**src/hdl/rdc_pkg.sv**
```systemverilog
// Shared types and constants for the radix digit converter.
// Used by the front queue, the back end and the top level.
package rdc_pkg;

  // Widths fixed by the item fields.
  localparam int unsigned VALUE_IN_W = 32;
  localparam int unsigned RADIX_W    = 5;
  localparam int unsigned DIGIT_W    = 4;

  // Legal base range.
  localparam logic [RADIX_W-1:0] RADIX_MIN = 5'd2;
  localparam logic [RADIX_W-1:0] RADIX_MAX = 5'd16;

  // Depth of the request queue between front and back.
  localparam int unsigned QUEUE_DEPTH = 2;

  // How the front end classified a request.
  typedef enum logic [1:0] {
    KIND_NORMAL = 2'd0,
    KIND_ZERO   = 2'd1,
    KIND_BAD    = 2'd2
  } item_kind_e;

  // Control part of a queued request; the value travels beside it.
  typedef struct packed {
    item_kind_e         kind;
    logic [RADIX_W-1:0] radix;
  } item_ctl_t;

endpackage

```
**src/hdl/rdc_front.sv**
```systemverilog
// Front end: accepts requests, classifies the base and value, and holds
// them in a two-entry queue for the back end. Depends on rdc_pkg.
module rdc_front import rdc_pkg::*; #(
  parameter int unsigned VALUE_WIDTH = 32
) (
  input  logic                   clk_i,
  input  logic                   rst_ni,
  input  logic                   valid_i,
  output logic                   stall_o,
  input  logic [VALUE_IN_W-1:0]  value_i,
  input  logic [RADIX_W-1:0]     radix_i,
  output logic                   q_valid_o,
  input  logic                   q_pop_i,
  output logic [VALUE_WIDTH-1:0] q_value_o,
  output item_ctl_t              q_ctl_o
);

  localparam int unsigned FILL_W = $clog2(QUEUE_DEPTH + 1);
  localparam int unsigned PTR_W  = $clog2(QUEUE_DEPTH);

  logic [VALUE_WIDTH-1:0] val_w;
  item_ctl_t              ctl_w;
  logic                   push, pop;

  logic [VALUE_WIDTH-1:0] val_q [QUEUE_DEPTH];
  item_ctl_t              ctl_q [QUEUE_DEPTH];
  logic [PTR_W-1:0]       wr_ptr_q, wr_ptr_d, rd_ptr_q, rd_ptr_d;
  logic [FILL_W-1:0]      fill_q, fill_d;

  // Keep only the low VALUE_WIDTH bits of the value, zero-extend if wider.
  generate
    if (VALUE_WIDTH <= VALUE_IN_W) begin : g_trunc
      assign val_w = value_i[VALUE_WIDTH-1:0];
    end else begin : g_ext
      assign val_w = {{(VALUE_WIDTH - VALUE_IN_W){1'b0}}, value_i};
    end
  endgenerate

  // Classify the request: an illegal base wins over a zero value.
  always_comb begin
    ctl_w.radix = radix_i;
    if (radix_i < RADIX_MIN || radix_i > RADIX_MAX) begin
      ctl_w.kind = KIND_BAD;
    end else if (val_w == '0) begin
      ctl_w.kind = KIND_ZERO;
    end else begin
      ctl_w.kind = KIND_NORMAL;
    end
  end

  // Queue handshake.
  assign stall_o   = (fill_q == FILL_W'(QUEUE_DEPTH));
  assign push      = valid_i && !stall_o;
  assign q_valid_o = (fill_q != '0);
  assign pop       = q_pop_i && q_valid_o;
  assign q_value_o = val_q[rd_ptr_q];
  assign q_ctl_o   = ctl_q[rd_ptr_q];

  // Pointer and fill bookkeeping.
  always_comb begin
    wr_ptr_d = push ? wr_ptr_q + PTR_W'(1) : wr_ptr_q;
    rd_ptr_d = pop ? rd_ptr_q + PTR_W'(1) : rd_ptr_q;
    fill_d   = fill_q;
    if (push && !pop) begin
      fill_d = fill_q + FILL_W'(1);
    end else if (pop && !push) begin
      fill_d = fill_q - FILL_W'(1);
    end
  end

  always_ff @(posedge clk_i or negedge rst_ni) begin
    if (!rst_ni) begin
      wr_ptr_q <= '0;
      rd_ptr_q <= '0;
      fill_q   <= '0;
    end else begin
      wr_ptr_q <= wr_ptr_d;
      rd_ptr_q <= rd_ptr_d;
      fill_q   <= fill_d;
    end
  end

  // Queue storage.
  always_ff @(posedge clk_i) begin
    if (push) begin
      val_q[wr_ptr_q] <= val_w;
      ctl_q[wr_ptr_q] <= ctl_w;
    end
  end

endmodule

```
**src/hdl/rdc_div.sv**
```systemverilog
// Bit-serial restoring divider: divides a VALUE_WIDTH-bit quotient register
// by a base of up to 16, one quotient bit per cycle. Depends on rdc_pkg.
module rdc_div import rdc_pkg::*; #(
  parameter int unsigned VALUE_WIDTH = 32
) (
  input  logic                   clk_i,
  input  logic                   rst_ni,
  input  logic                   start_i,
  input  logic [VALUE_WIDTH-1:0] dividend_i,
  input  logic [RADIX_W-1:0]     divisor_i,
  output logic                   busy_o,
  output logic                   done_o,
  output logic [VALUE_WIDTH-1:0] quotient_o,
  output logic [DIGIT_W-1:0]     remainder_o
);

  localparam int unsigned CNT_W = $clog2(VALUE_WIDTH + 1);

  logic [VALUE_WIDTH-1:0] quot_q, quot_d;
  logic [DIGIT_W-1:0]     rem_q, rem_d;
  logic [RADIX_W-1:0]     div_q;
  logic [RADIX_W-1:0]     trial, diff;
  logic                   ge;
  logic [CNT_W-1:0]       cnt_q, cnt_d;
  logic                   busy_q, busy_d, done_q, done_d;

  // One restoring step: the remainder stays below the divisor, so it fits
  // in a digit.
  assign trial = {rem_q, quot_q[VALUE_WIDTH-1]};
  assign ge    = (trial >= div_q);
  assign diff  = trial - div_q;

  always_comb begin
    quot_d = quot_q;
    rem_d  = rem_q;
    cnt_d  = cnt_q;
    busy_d = busy_q;
    done_d = 1'b0;
    if (start_i) begin
      quot_d = dividend_i;
      rem_d  = '0;
      cnt_d  = CNT_W'(VALUE_WIDTH);
      busy_d = 1'b1;
    end else if (busy_q) begin
      quot_d = {quot_q[VALUE_WIDTH-2:0], ge};
      rem_d  = ge ? diff[DIGIT_W-1:0] : trial[DIGIT_W-1:0];
      cnt_d  = cnt_q - CNT_W'(1);
      if (cnt_q == CNT_W'(1)) begin
        busy_d = 1'b0;
        done_d = 1'b1;
      end
    end
  end

  always_ff @(posedge clk_i or negedge rst_ni) begin
    if (!rst_ni) begin
      quot_q <= '0;
      cnt_q  <= '0;
      busy_q <= 1'b0;
      done_q <= 1'b0;
    end else begin
      quot_q <= quot_d;
      cnt_q  <= cnt_d;
      busy_q <= busy_d;
      done_q <= done_d;
    end
  end

  // Remainder and divisor are payload.
  always_ff @(posedge clk_i) begin
    rem_q <= rem_d;
    if (start_i) begin
      div_q <= divisor_i;
    end
  end

  assign busy_o      = busy_q;
  assign done_o      = done_q;
  assign quotient_o  = quot_q;
  assign remainder_o = rem_q;

endmodule

```
**src/hdl/rdc_back.sv**
```systemverilog
// Back end: runs the divider per digit, stacks the remainders in a small
// memory and pops them into the output register. Depends on rdc_pkg, rdc_div.
module rdc_back import rdc_pkg::*; #(
  parameter int unsigned VALUE_WIDTH = 32,
  parameter int unsigned STACK_DEPTH = 32
) (
  input  logic                   clk_i,
  input  logic                   rst_ni,
  input  logic                   q_valid_i,
  output logic                   q_pop_o,
  input  logic [VALUE_WIDTH-1:0] q_value_i,
  input  item_ctl_t              q_ctl_i,
  output logic                   valid_o,
  input  logic                   stall_i,
  output logic [DIGIT_W-1:0]     digit_o,
  output logic                   last_o,
  output logic                   bad_radix_o
);

  localparam int unsigned AW    = $clog2(STACK_DEPTH);
  localparam int unsigned CNT_W = $clog2(STACK_DEPTH + 1);

  typedef enum logic [4:0] {
    ST_IDLE    = 5'b00001,
    ST_DIV     = 5'b00010,
    ST_POP_RD  = 5'b00100,
    ST_POP_OUT = 5'b01000,
    ST_SINGLE  = 5'b10000
  } back_state_e;

  back_state_e state_q, state_d;

  logic [CNT_W-1:0]       cnt_q, cnt_d, cnt_m1;
  logic                   bad_q, bad_d;
  logic                   div_start, div_busy, div_done;
  logic [VALUE_WIDTH-1:0] div_dividend, div_quot;
  logic [DIGIT_W-1:0]     div_rem;
  logic [RADIX_W-1:0]     radix_q;

  logic [DIGIT_W-1:0]     stack_mem [STACK_DEPTH];
  logic                   st_we, st_re;
  logic [DIGIT_W-1:0]     rd_q;

  logic                   out_free, out_load;
  logic                   out_valid_q, out_valid_d;
  logic [DIGIT_W-1:0]     out_digit_q, out_digit_d;
  logic                   out_last_q, out_last_d, out_bad_q, out_bad_d;

  rdc_div #(
    .VALUE_WIDTH(VALUE_WIDTH)
  ) u_div (
    .clk_i      (clk_i),
    .rst_ni     (rst_ni),
    .start_i    (div_start),
    .dividend_i (div_dividend),
    .divisor_i  (state_q == ST_IDLE ? q_ctl_i.radix : radix_q),
    .busy_o     (div_busy),
    .done_o     (div_done),
    .quotient_o (div_quot),
    .remainder_o(div_rem)
  );

  assign cnt_m1   = cnt_q - CNT_W'(1);
  assign out_free = !out_valid_q || !stall_i;

  // Sequencer: divide until the quotient is zero, then pop the stack; a zero value or a bad base gives one result.
  always_comb begin
    state_d      = state_q;
    cnt_d        = cnt_q;
    bad_d        = bad_q;
    q_pop_o      = 1'b0;
    div_start    = 1'b0;
    div_dividend = q_value_i;
    st_we        = 1'b0;
    st_re        = 1'b0;
    out_load     = 1'b0;
    out_digit_d  = out_digit_q;
    out_last_d   = out_last_q;
    out_bad_d    = out_bad_q;
    unique case (state_q)
      ST_IDLE: begin
        if (q_valid_i) begin
          q_pop_o = 1'b1;
          cnt_d   = '0;
          if (q_ctl_i.kind == KIND_NORMAL) begin
            div_start = 1'b1;
            state_d   = ST_DIV;
          end else begin
            bad_d   = (q_ctl_i.kind == KIND_BAD);
            state_d = ST_SINGLE;
          end
        end
      end
      ST_DIV: begin
        if (div_done) begin
          // A remainder beyond the stack depth is dropped.
          if (cnt_q < CNT_W'(STACK_DEPTH)) begin
            st_we = 1'b1;
            cnt_d = cnt_q + CNT_W'(1);
          end
          if (div_quot == '0) begin
            state_d = ST_POP_RD;
          end else begin
            div_dividend = div_quot;
            div_start    = 1'b1;
          end
        end
      end
      ST_POP_RD: begin
        st_re   = 1'b1;
        cnt_d   = cnt_m1;
        state_d = ST_POP_OUT;
      end
      ST_POP_OUT: begin
        if (out_free) begin
          out_load    = 1'b1;
          out_digit_d = rd_q;
          out_last_d  = (cnt_q == '0);
          out_bad_d   = 1'b0;
          state_d     = (cnt_q == '0) ? ST_IDLE : ST_POP_RD;
        end
      end
      ST_SINGLE: begin
        if (out_free) begin
          out_load    = 1'b1;
          out_digit_d = '0;
          out_last_d  = 1'b1;
          out_bad_d   = bad_q;
          state_d     = ST_IDLE;
        end
      end
      default: begin
        state_d = ST_IDLE;
      end
    endcase
  end

  // Output register: holds while stalled.
  always_comb begin
    out_valid_d = out_valid_q;
    if (out_load) begin
      out_valid_d = 1'b1;
    end else if (!stall_i) begin
      out_valid_d = 1'b0;
    end
  end

  always_ff @(posedge clk_i or negedge rst_ni) begin
    if (!rst_ni) begin
      state_q     <= ST_IDLE;
      cnt_q       <= '0;
      bad_q       <= 1'b0;
      out_valid_q <= 1'b0;
    end else begin
      state_q     <= state_d;
      cnt_q       <= cnt_d;
      bad_q       <= bad_d;
      out_valid_q <= out_valid_d;
    end
  end

  // Payload registers.
  always_ff @(posedge clk_i) begin
    if (out_load) begin
      out_digit_q <= out_digit_d;
      out_last_q  <= out_last_d;
      out_bad_q   <= out_bad_d;
    end
    if (state_q == ST_IDLE && q_valid_i) begin
      radix_q <= q_ctl_i.radix;
    end
  end

  // Digit stack memory with registered read.
  always_ff @(posedge clk_i) begin
    if (st_we) begin
      stack_mem[cnt_q[AW-1:0]] <= div_rem;
    end
    if (st_re) begin
      rd_q <= stack_mem[cnt_m1[AW-1:0]];
    end
  end

  assign valid_o     = out_valid_q;
  assign digit_o     = out_digit_q;
  assign last_o      = out_last_q;
  assign bad_radix_o = out_bad_q;

`ifndef SYNTHESIS
  // A flagged result is always the only one of its request.
  a_bad_is_last: assert property (@(posedge clk_i) disable iff (!rst_ni)
    (valid_o && bad_radix_o) |-> last_o)
    else $error("bad radix result without last");

  // The divider is never restarted while still working.
  a_start_idle: assert property (@(posedge clk_i) disable iff (!rst_ni)
    div_start |-> !div_busy)
    else $error("divider started while busy");

  // A pop never happens on an empty stack.
  a_pop_nonempty: assert property (@(posedge clk_i) disable iff (!rst_ni)
    (state_q == ST_POP_RD) |-> (cnt_q != '0))
    else $error("pop from empty digit stack");

  // The fill count never exceeds the stack depth.
  a_cnt_bound: assert property (@(posedge clk_i) disable iff (!rst_ni)
    cnt_q <= CNT_W'(STACK_DEPTH))
    else $error("digit count above stack depth");

  // Finishing the last digit returns the sequencer to idle.
  a_last_idle: assert property (@(posedge clk_i) disable iff (!rst_ni)
    (out_load && out_last_d) |=> (state_q == ST_IDLE))
    else $error("sequencer busy after last digit");
`endif

endmodule

```
**src/hdl/radix_digit_converter.sv**
```systemverilog
// Top level of the radix digit converter.
// Instantiates rdc_front and rdc_back; depends on rdc_pkg.
//
// Converts an unsigned value into its digits in a base from 2 to 16 and
// sends them out most significant first, one result per digit, with last
// set on the final digit. A zero value gives the single digit 0; a base
// outside 2..16 gives one result with bad_radix set. Requests enter a
// two-entry queue, so a new request is taken while an earlier one is being
// converted. The bit-serial divider sets the rate: each digit costs a full
// division, and popping it costs a stack read and an output load; zero
// values and bad bases skip the division.
module radix_digit_converter import rdc_pkg::*; #(
  parameter int unsigned VALUE_WIDTH = 32,
  parameter int unsigned STACK_DEPTH = 32
) (
  input  logic                  clk_i,
  input  logic                  rst_ni,
  input  logic                  valid_i,
  output logic                  stall_o,
  input  logic [VALUE_IN_W-1:0] value_i,
  input  logic [RADIX_W-1:0]    radix_i,
  output logic                  valid_o,
  input  logic                  stall_i,
  output logic [DIGIT_W-1:0]    digit_o,
  output logic                  last_o,
  output logic                  bad_radix_o
);

  logic                   q_valid, q_pop;
  logic [VALUE_WIDTH-1:0] q_value;
  item_ctl_t              q_ctl;

  rdc_front #(
    .VALUE_WIDTH(VALUE_WIDTH)
  ) u_front (
    .clk_i    (clk_i),
    .rst_ni   (rst_ni),
    .valid_i  (valid_i),
    .stall_o  (stall_o),
    .value_i  (value_i),
    .radix_i  (radix_i),
    .q_valid_o(q_valid),
    .q_pop_i  (q_pop),
    .q_value_o(q_value),
    .q_ctl_o  (q_ctl)
  );

  rdc_back #(
    .VALUE_WIDTH(VALUE_WIDTH),
    .STACK_DEPTH(STACK_DEPTH)
  ) u_back (
    .clk_i      (clk_i),
    .rst_ni     (rst_ni),
    .q_valid_i  (q_valid),
    .q_pop_o    (q_pop),
    .q_value_i  (q_value),
    .q_ctl_i    (q_ctl),
    .valid_o    (valid_o),
    .stall_i    (stall_i),
    .digit_o    (digit_o),
    .last_o     (last_o),
    .bad_radix_o(bad_radix_o)
  );

endmodule

```
**config.mk**
```make
export PLATFORM = sky130hd
export DESIGN_NAME = radix_digit_converter
export DESIGN_NICKNAME = d
export VERILOG_FILES = /design/src/hdl/rdc_pkg.sv /design/src/hdl/rdc_front.sv /design/src/hdl/rdc_div.sv /design/src/hdl/rdc_back.sv /design/src/hdl/radix_digit_converter.sv
export SDC_FILE = /design/constraint.sdc
export NUM_CORES = 1
export LEC_CHECK = 0
export ABC_AREA = 0
export BUFFER_PORTS_ARGS = -buffer_cell sky130_fd_sc_hd__buf_2
export CORE_ASPECT_RATIO = 0.9
export CORE_UTILIZATION = 45
export CTS_CLUSTER_DIAMETER = 40
export DETAILED_ROUTE_END_ITERATION = 7
export HOLD_SLACK_MARGIN = 0.15
export SYNTH_ARGS = -nofsm -noshare
export SYNTH_HDL_FRONTEND = slang
export SYNTH_SLANG_ARGS = --single-unit
export TNS_END_PERCENT = 5
```
**constraint.sdc**
```tcl
create_clock -name clk_i -period 9.6 [get_ports clk_i]
set_input_delay 0.48 -clock clk_i [delete_from_list [all_inputs] [get_ports clk_i]]
set_output_delay 0.48 -clock clk_i [all_outputs]
set_load 0.02 [all_outputs]
```
==> run summary <==
=====================================================================================
Status                                                                      completed
Shortest clock period the worst path allows after layout                      3.27 ns
Sequential fraction of design power                                             40.4%
Routed WL per cell                                                            20.3 um
Yosys warnings                                                                      0
# DRC                                                                               0
Type of the worst setup path                                             flop to flop
Deepest clock path buffer count                                                     3
Area added between synthesis and finish                                         17.7%
Pins over their slew limit                                                          0
Worst endpoint required time                                                  9.86 ns
Wire length reported by the detailed router                                  24400 um
Biggest area contributors in the synthesized netlist                     edfxtp_1, dfrtp_1, mux4_2
Endpoints failing setup                                                             0
Net total in the final layout                                                     882
Port bufs                                                                          48
Starting density of the core                                                    46.5%
Crit end category                                                                flop
Sequential share of the synthesized area                                        69.9%
Post-synth ARST share                                                           19.9%
Fraction of final layout cells with drive strength greater than 1               22.6%
Internal Pwr Total                                                            3070 uW
Die Ht                                                                         156 um
Number of sinks handled by clock tree synthesis                                   287
Clock-pin slew of the registers on the worst-case setup and hold paths        0.06 ns
Number of top-level design ports                                                   49
Clock network fraction of total power                                           29.6%
Slew of the pin with the lowest slew margin                                   1.15 ns
Total clock buffers created by CTS                                                 38
Std cell rows                                                                      55
Synth cell types                                                                   59
Post-Route Setup TNS                                                             0 ns
WHS                                                                          0.171 ns
Yosys top cell area share                                                       57.2%
Avg Synthesized Cell Area                                                  16.1 sq um
Antenna violations before repair                                                    0
Number of storage elements in the synthesis netlist                               287
Maximum level of the CTS H-tree                                                     2
Root buf cell                                                               clkbuf_16
Unrepaired setup endpoints after global routing                                 false
Clock network latency to the later pin of the worst-skew pair                 0.53 ns
Number of iterations in the first detailed-routing pass                             5
Aggregate global routing overflow                                                   0
Buffers inserted during post-CTS setup optimization                                 0
Post-Synthesis Net Count                                                          790
Sw power                                                                      1510 uW
Core region area                                                          25500 sq um
Vias per inst                                                                    5.65
Via count of the routed design                                                   6776
Clock Skew                                                                  0.0288 ns
Path class of the lowest-slack min-delay path                            input pin to flop
Predominant post-synthesis flop cell                                         edfxtp_1
Maximum number of pins on one net before global-route repair                       58
Cells after Synth                                                                 736
Post-route antenna net violation count                                              0
Startpoint Class                                                                 flop
Number of global-route vias before repair                                        7109
Leakage power                                                              0.00504 uW
Antenna diode instance count                                                        0
Fin crit share                                                                  34.0%
Peak clock frequency supported by timing                                      306 MHz
Most used cells in the layout excluding fill and tap cells               edfxtp_1, nor2_1, dfrtp_1
Power density of the placed cells                                         328 nW/um^2
VDD IR-drop max                                                              0.168 mV
Worst slew slack as a fraction of its limit                                     23.5%
Most common library cell in the layout ignoring fill and taps                edfxtp_1
Part of the total power dissipated in combinational logic                       30.0%
Global placer's final weighted congestion                                       0.917
Number of enable flip-flop cells after synthesis                                  226
Synth area leader                                                            edfxtp_1
GR Util All Layers                                                              18.9%
Area of the die                                                           27000 sq um
Summed instance area of the synthesized netlist                           11900 sq um
Net switching share of the total power                                          32.9%
Number of hold-slack violations in the final timing report                          0
Global-route wire length before repair                                       39400 um
TritonCTS clock tree                                                            built
Initial detailed-routing violation count                                          552
Largest driver fanout on the critical path                                         39
Max-capacitance violation count                                                     0
Crit path arrival time                                                        3.53 ns
Filler cell count in the final layout                                            2006
HPWL Detailed                                                                15300 um
Die span in x                                                                  173 um
=====================================================================================
kinds of logic after synthesis:
group / count (synthesis) / share of synthesized area [%]
flops: 287 / 69.9
simple gates: 182 / 7.36
mux: 95 / 11.6
compound gates: 93 / 6.31
buf+inv: 51 / 2.26
xor+xnor: 15 / 1.11
fa+ha+maj: 13 / 1.43
registers in the layout (all words and copies together) (netlist names), 6 cells and up:
name	cells
u_front.ctl_q	14
u_back.stack_mem	128
u_back.u_div.cnt_q	6
u_back.u_div.quotient_o	32
u_front.val_q	64
u_back.cnt_q	6
per-layer routing:
layer / vias to the layer above / track usage [%] / wire length [um]
met2: 235 / 29.3 / 11100
li1: 3088 / - / -
met5: - / 0 / 0
met3: 39 / 3.31 / 1350
met4: 0 / 6.36 / 502
met1: 3414 / 27.2 / 11400
final cells by class:
cell class / count / area (sq um) / share of cell area (%)
Sequential cell: 287 / 8300 / 59.4
Multi-Input combinational cell: 398 / 3320 / 23.8
Clock buffer: 42 / 987 / 7.07
Timing Repair Buffer: 83 / 566 / 4.05
Tap cell: 342 / 428 / 3.07
Clock inverter: 28 / 279 / 2.00
Inverter: 20 / 80.1 / 0.574
power by group through the flow:
stage / logic, uW / clock network (uW) / registers, uW
2_1_floorplan: 1070 / 0 / 1840
3_3_place_gp: 1320 / 0 / 1860
3_5_place_dp: 1370 / 0 / 1870
4_1_cts: 1390 / 1380 / 1850
5_1_grt: 1520 / 1430 / 1880
6_report: 1380 / 1350 / 1850
worst max-delay path, stage by stage (launching register included):
cell and delay [ns]:
dfrtp_2 1.12, inv_1 0.20, ha_1 0.35, buf_4 0.37
mux4_2 0.39, mux2_2 0.28, o22ai_1 0.19, a221oi_1 0.08
what timing repair did:
action                    in CTS  in global routing
gates resized for setup        0                  0
hold endpoints to repair      93                  0
hold buffers                  25                  0
Yosys cell counts, types with 8 or more instances:
cell type	count
nor4_1	18
mux2_2	21
a21oi_1	10
nor2b_1	8
xnor2_1	8
o21ai_0	11
inv_1	19
nor2_1	87
edfxtp_1	226
mux2i_1	42
ha_1	12
buf_6	8
mux4_2	32
nand2_1	20
clkbuf_1	15
a221o_1	32
nor3_1	10
nand3_1	9
dfrtp_1	56
through the flow:
stage                     total power (uW)  setup slack [ns]  utilization, %  std cells  area [sq um]
after global routing                  4830              6.05            54.7       1200         14000
after CTS                             4630              6.27            54.7       1200         14000
final                                 4580              6.33            54.7       1200         14000
after detailed placement              3240              6.28            48.7       1105         12400
after floorplan                       2910              6.50               -        736         11900
after global placement                3180              6.50            48.7       1105         12400
path summary, 6_finish.rpt:
check / cells past startpoint / endpoint / slack, ns / from
min: 1 / u_front.val_q[0][28] / 0.17 / value_i[28]
max in group asynchronous: 3 / u_back.cnt_q[0] / 8.45 / rst_ni
max reg2reg: 7 / u_back.rd_q[1] / 6.33 / u_back.cnt_q[0]
min reg2reg: 1 / u_back.u_div.quotient_o[16] / 0.55 / u_back.u_div.quotient_o[16]
max: 7 / u_back.rd_q[1] / 6.33 / u_back.cnt_q[0]
min in group asynchronous: 3 / u_front.rd_ptr_q / 0.63 / rst_ni
No activity file was read; power rests on OpenSTA's default activity.
